<file path="src/rtl/mrb_pkg.sv">
// shared constants, codes, types and the fill level function for the margin ring buffer
package mrb_pkg;

    localparam int SIZE = 4096;
    localparam int AW   = 12;
    localparam int PW   = AW + 2;

    localparam logic signed [PW-1:0] SIZE_S     = PW'(SIZE);
    localparam logic [AW-1:0]        MARGIN_MAX = AW'(SIZE / 2);
    localparam logic [AW-1:0]        FILL_MAX   = AW'(SIZE - 1);
    localparam logic [6:0]           LEVEL_HIGH = 7'd70;

    localparam logic [2:0] KIND_PUT    = 3'd0;
    localparam logic [2:0] KIND_GET    = 3'd1;
    localparam logic [2:0] KIND_DELETE = 3'd2;
    localparam logic [2:0] KIND_READ   = 3'd3;
    localparam logic [2:0] KIND_CLEAR  = 3'd4;

    localparam logic REG_MARGIN = 1'b0;
    localparam logic REG_STATS  = 1'b1;

    typedef struct packed {
        logic latch;
        logic exec;
        logic copy_rd;
        logic grant;
        logic out_load;
    } mrb_cmd_t;

    typedef struct packed {
        logic [2:0] kind;
        logic       need_copy;
        logic       copy_last;
    } mrb_stat_t;

    typedef struct packed {
        logic [11:0] max_fill;
        logic [6:0]  level_percent;
        logic        level_report;
        logic        count_clamped;
        logic [7:0]  read_data;
        logic [11:0] window_count;
        logic [11:0] window_start;
        logic        window_ready;
        logic        accepted;
    } mrb_res_t;

    // fill * 100 / (SIZE - 1) rounded down to tens, done as ten constant compares
    function automatic logic [6:0] level_of(input logic [AW-1:0] fill);
        logic [31:0] f10;
        logic [6:0]  lvl;
        f10 = 32'(fill) * 32'd10;
        lvl = 7'd0;
        for (int k = 1; k <= 10; k++) begin
            if (f10 >= 32'(k * (SIZE - 1))) lvl = 7'(k * 10);
        end
        return lvl;
    endfunction

endpackage

</file>
<file path="src/rtl/mrb_ctrl.sv">
// sequencer for the margin ring buffer: accept, execute, relocation copy, grant, result
module mrb_ctrl (
    input  logic              aclk,
    input  logic              aresetn,
    input  logic              s_tvalid,
    output logic              s_tready,
    output logic              m_tvalid,
    input  logic              m_tready,
    input  mrb_pkg::mrb_stat_t stat,
    output mrb_pkg::mrb_cmd_t  cmd
);

    localparam logic [2:0] ST_IDLE   = 3'd0;
    localparam logic [2:0] ST_EXEC   = 3'd1;
    localparam logic [2:0] ST_COPY   = 3'd2;
    localparam logic [2:0] ST_DRAIN  = 3'd3;
    localparam logic [2:0] ST_GRANT  = 3'd4;
    localparam logic [2:0] ST_RESULT = 3'd5;

    logic [2:0] state_reg, state_next;
    logic       valid_reg, valid_next;
    logic       out_free;

    assign out_free = !valid_reg || m_tready;
    assign s_tready = (state_reg == ST_IDLE);
    assign m_tvalid = valid_reg;

    always_comb begin
        state_next   = state_reg;
        cmd          = '0;
        cmd.latch    = s_tvalid && (state_reg == ST_IDLE);
        case (state_reg)
            ST_IDLE: begin
                if (s_tvalid) state_next = ST_EXEC;
            end
            ST_EXEC: begin
                cmd.exec = 1'b1;
                if (stat.kind == mrb_pkg::KIND_GET) begin
                    state_next = stat.need_copy ? ST_COPY : ST_GRANT;
                end else begin
                    state_next = ST_RESULT;
                end
            end
            ST_COPY: begin
                cmd.copy_rd = 1'b1;
                if (stat.copy_last) state_next = ST_DRAIN;
            end
            ST_DRAIN: begin
                state_next = ST_GRANT;
            end
            ST_GRANT: begin
                cmd.grant  = 1'b1;
                state_next = ST_RESULT;
            end
            ST_RESULT: begin
                if (out_free) begin
                    cmd.out_load = 1'b1;
                    state_next   = ST_IDLE;
                end
            end
            default: state_next = ST_IDLE;
        endcase
    end

    always_comb begin
        if (cmd.out_load) begin
            valid_next = 1'b1;
        end else if (m_tready) begin
            valid_next = 1'b0;
        end else begin
            valid_next = valid_reg;
        end
    end

    always_ff @(posedge aclk) begin
        if (!aresetn) begin
            state_reg <= ST_IDLE;
            valid_reg <= 1'b0;
        end else begin
            state_reg <= state_next;
            valid_reg <= valid_next;
        end
    end

endmodule

</file>
<file path="config.mk">
export PLATFORM = sky130hd
export DESIGN_NAME = mrb_ctrl
export DESIGN_NICKNAME = d
export VERILOG_FILES = /design/src/rtl/mrb_pkg.sv /design/src/rtl/mrb_ctrl.sv
export SDC_FILE = /design/constraint.sdc
export NUM_CORES = 1
export LEC_CHECK = 0
export BUFFER_PORTS_ARGS = -buffer_cell sky130_fd_sc_hd__buf_2
export CAP_MARGIN = 20
export CORE_AREA = 2 2 39 41
export CTS_CLUSTER_DIAMETER = 80
export CTS_CLUSTER_SIZE = 10
export DETAILED_ROUTE_END_ITERATION = 16
export DIE_AREA = 0 0 41 43
export GPL_TIMING_DRIVEN = 0
export PLACE_DENSITY = 0.51
export SLEW_MARGIN = 20
export SYNTH_ARGS = -nofsm -noshare
export SYNTH_HDL_FRONTEND = slang
export SYNTH_SLANG_ARGS = --single-unit
</file>
<file path="constraint.sdc">
create_clock -name aclk -period 1.6 [get_ports aclk]
set_input_delay 0.32 -clock aclk [delete_from_list [all_inputs] [get_ports aclk]]
set_output_delay 0.32 -clock aclk [all_outputs]
set_load 0.02 [all_outputs]
</file>
# Yosys cells after proc, flatten, opt, wreduce, memory -nomap -nowiden
# Index checks and enable logic that the tools add are counted.
# op_classes
addsub,0
n_mul,0
n_div,0
order_cmp,0
n_eq_ne,9
shift,0
n_mux,13
bitwise_logic,0
reduce_logical,6
# op_table
operator,n
$pmux W3 S6,1
$mux W3,5
$mux W1,7
$eq A3 B1 Y1 const B,2
$eq A3 B2 Y1 const B,2
$eq A3 B3 Y1 const B,2
$ne A2 B2 Y1 const B,3
$logic_not A3 Y1,1
$reduce_and A3 Y1,1
$reduce_bool A2 Y1,1
$logic_and A1 B1 Y1,1
$logic_not A1 Y1,1
$logic_or A1 B1 Y1,1
# word_totals
register_bits,4
latch_bits,0
ram_bits,0
romBits,0
input_bits,9
wordCells,30
memories,0

# Depth between registers and ports, before layout
# logic_depth
depth_word,5
depth_mapped,4

# Worst setup path before layout
# No wires, ideal clock.
# synth_path
path_kind,reg2out
startpoint,register state_reg[0]
endpoint,output port cmd[4] in the netlist's numbering
arrival_ns,1.321
t_required_ns,1.280
setup_slack_ns,-0.041
path_stages_with_launch,4
n_path_buf,1
cell_sequence,dfxtp_1 > buf_2 > nor3_1 > and2_1
# synth_rtl
element,line,rtl
start: declaration,mrb_ctrl.sv:20,"logic [2:0] state_reg, state_next;"
start signal: assignment,mrb_ctrl.sv:80,state_reg <= state_next;
end: declaration,mrb_ctrl.sv:10,output mrb_pkg::mrb_cmd_t cmd

==> summary.md <==
| Metric | Value |
|---|---|
| Status | finished clean |
| I/O pins | 16 |
| Fmax | 664 MHz |
| Post-CTS setup buffers | 0 |
| Total wire length | 705 um |
| Die Footprint | 0.00176 mm^2 |
| Flop and latch count out of synthesis | 4 |
| Post-Synth Simple-Gate Area | about a third |
| Distinct cells, synth | 22 |
| Critical path endpoint category | output port |
| Fillers | 156 |
| Mux share of post-synthesis cell area | 5.11% |
| Dominant cell by count in the synthesized netlist | dfxtp_1 |
| Vias | approximately 310 |
| Worst hold path class | in -> reg |
| Dpl ws | 281 ps |
| Max reg flops | 3 |
| Final Instance Area | 428 um^2 |
| Setup violators final | 0 |
| Final-report max-slew violation count | 0 |
| Min Hold Slack | between 300 and 400 ps |
| Share of the synthesized area in the top cell type | 27.2% |
| Clock Tree Buf Depth | 2 |
| Final WS setup | between 90 and 100 ps |
| Finished Layout Cells | 68 |
| IO buf count | 15 |
| Area grow syn2layout | 45.5% |
| CP Cell Sequence | buf_6, nand3b_1, nor2_1, buf_4, buf_6 |
| CTS tree | done |
| Most frequent CP cell | buf_6 |
| Leak | 0.199 nW |
| Max Clock Skew | 3.19 ps |
| Worst hold path cell count | 2 |
| CP arrival | 1190 ps |
| Max-cap viol count | 0 |
| Pwr Density | 830 mW/mm^2 |
| Hold Buf Count CTS | 0 |
| Post-CTS sizing | 0 |
| Starting Density | approximately a fifth |
| Critical path peak fanout | 10 |
| Tot Pwr | 355 uW |
| Final net count | 63 |
| Top_reg_cell synth | dfxtp_1 |
| Post-synth top cells | dfxtp_1 (4), nand2b_1 (3), nor2_1 (3), nor3b_1 (3) |
| Clk_lat worst skew | roughly 240 ps |
| Slew HR | 77.5% |
| Compound-Gate Fraction of Synth Area | 25.5% |
| Number of core rows | 14 |
| Gpl congestion | 0.644 |
| Vias in the first global route | 263 |
| Crit start category | register |
| Number of flops mapped to enable cells by yosys | 0 |
| Final hold vios | 0 |
| DR pass1 iterations | 4 |
| Syn Inst Count | 34 |
| Minimum clock period | roughly 1500 ps |
| Detailed placement HPWL | 518 um |
| Synth area leaders | dfxtp_1 (27%), nor3b_1 (7.7%), o31ai_4 (7.2%), nand2b_1 (6.4%), mux2_4 (5.1%) |
| Worst ir drop on vdd | 0.000267 V |
| Crit path kind | reg -> out |
| Die W | roughly 40 um |
| Mapped Nets | 43 |
| Gr usage total | 9.43% |
| Slew @ Worst Pin | 338 ps |
| Core area | around 0.0014 mm^2 |
| Synth Area per Inst | 8.65 um^2 |
| Initial antenna violation count | 0 |
| Sequential area share after synthesis | 27.2% |
| RSZ-0062 raised after global routing | false |
| Clk root buf | clkbuf_4 |
| Slowest library cell on the worst path | dfxtp_1 |
| CP max stage delay | 300 ps |
| Yosys warnings | 0 |
| Mapped Area | 294 um^2 |
| TritonCTS Buffers | 3 |
| XOR/XNOR share of the synthesized area | 0% |
| Share of cells above drive strength 1 | 48.1% |
| Reg2Reg Depth | 4 |
| First-pass GRT wire length | 1.10 mm |
| WL/cell | 10.4 um |
| Largest family of logic cells by synthesized area | simple AND/OR/NAND/NOR gates |
| Inst Count DP | 65 |
| Post-DRT Antenna Nets | 0 |
| Ys async rst share | 0% |
| Final Cycle Share | 94.2% |
| Largest net degree at the start of global routing | 11 |
| Area after DPL | 394 um^2 |
| Die Y | approximately 43 um |
| Worst-path clk slew | 40 ps |
| Critical Path RT | 1280 ps |
| H-tree Lvls | 1 |
| Clk sinks | 4 |
| Ant. Diodes | 0 |
| Via density | 4.49 |
| Post-Synth Adder-Cell Area | 0% |
| Util after Layout | between 30 and 40% |
| Total congestion overflow | 0 |
| Area leader, netlist | dfxtp_1 |
| DRC | 0 |
| Final setup TNS | 0 ps |
| Iteration-0 DRC Markers | 2 |
-- final timing paths --
| check | start | to | slack [ps] |
|---|---|---|---|
| max reg2reg | state_reg[1] | state_reg[0] | 450 |
| min | aresetn | state_reg[2] | 380 |
| min reg2reg | m_tvalid | m_tvalid | 540 |
| max | state_reg[1] | cmd[0] | 90 |
-- layout make-up --
type                            instances  area, um^2  area share [%]
Timing Repair Buffer                   15        81.3            19.0
Sequential cell                         4        80.1            18.7
Tap cell                               16        20.0            4.68
Multi-Input combinational cell         26         190            44.4
Buffer                                  4        33.8            7.89
Clock buffer                            3        22.5            5.26
-- cells in the final DEF (no fill, tap or decap), drive strengths merged --
cell type  count
o31ai          1
a31oi          1
nand3b         1
nand2          1
o31a           1
o22ai          1
buf           19
nor2           3
a21boi         1
nand2b         3
and2           1
dfxtp          4
nor2b          2
nor3           1
mux2           1
a21oi          2
nor3b          3
o21a           1
clkbuf         3
a21o           1
and2b          1
-- worst max-delay path: cells and delay by family (launching register included) --
kind,cells,cell delay (ps)
flops,1,300
simple gates,2,300
buf+inv,3,340
-- logic make-up (layout without fill, tap and decap cells) --
family          count (synthesis)  after routing
buf+inv                         4             22
simple gates                   16             16
flops                           4              4
mux                             1              1
compound gates                  9              9
-- where the power goes --
part	switching, mW	internal [mW]
Clock	0.0424	0.0840
Sequential	0.00216	0.108
Combinational	0.0655	0.0536
-- metal layers --
layer	track usage (%)	vias to the layer above	share of wire, %	wire length, um
met3	4.71	3	8.9	63
met5	0	-	0	0
met2	12.5	13	49	342
met4	6.00	0	2.4	17
met1	11.5	135	40	282
li1	-	154	-	-
No activity file was read; power rests on OpenSTA's default activity.
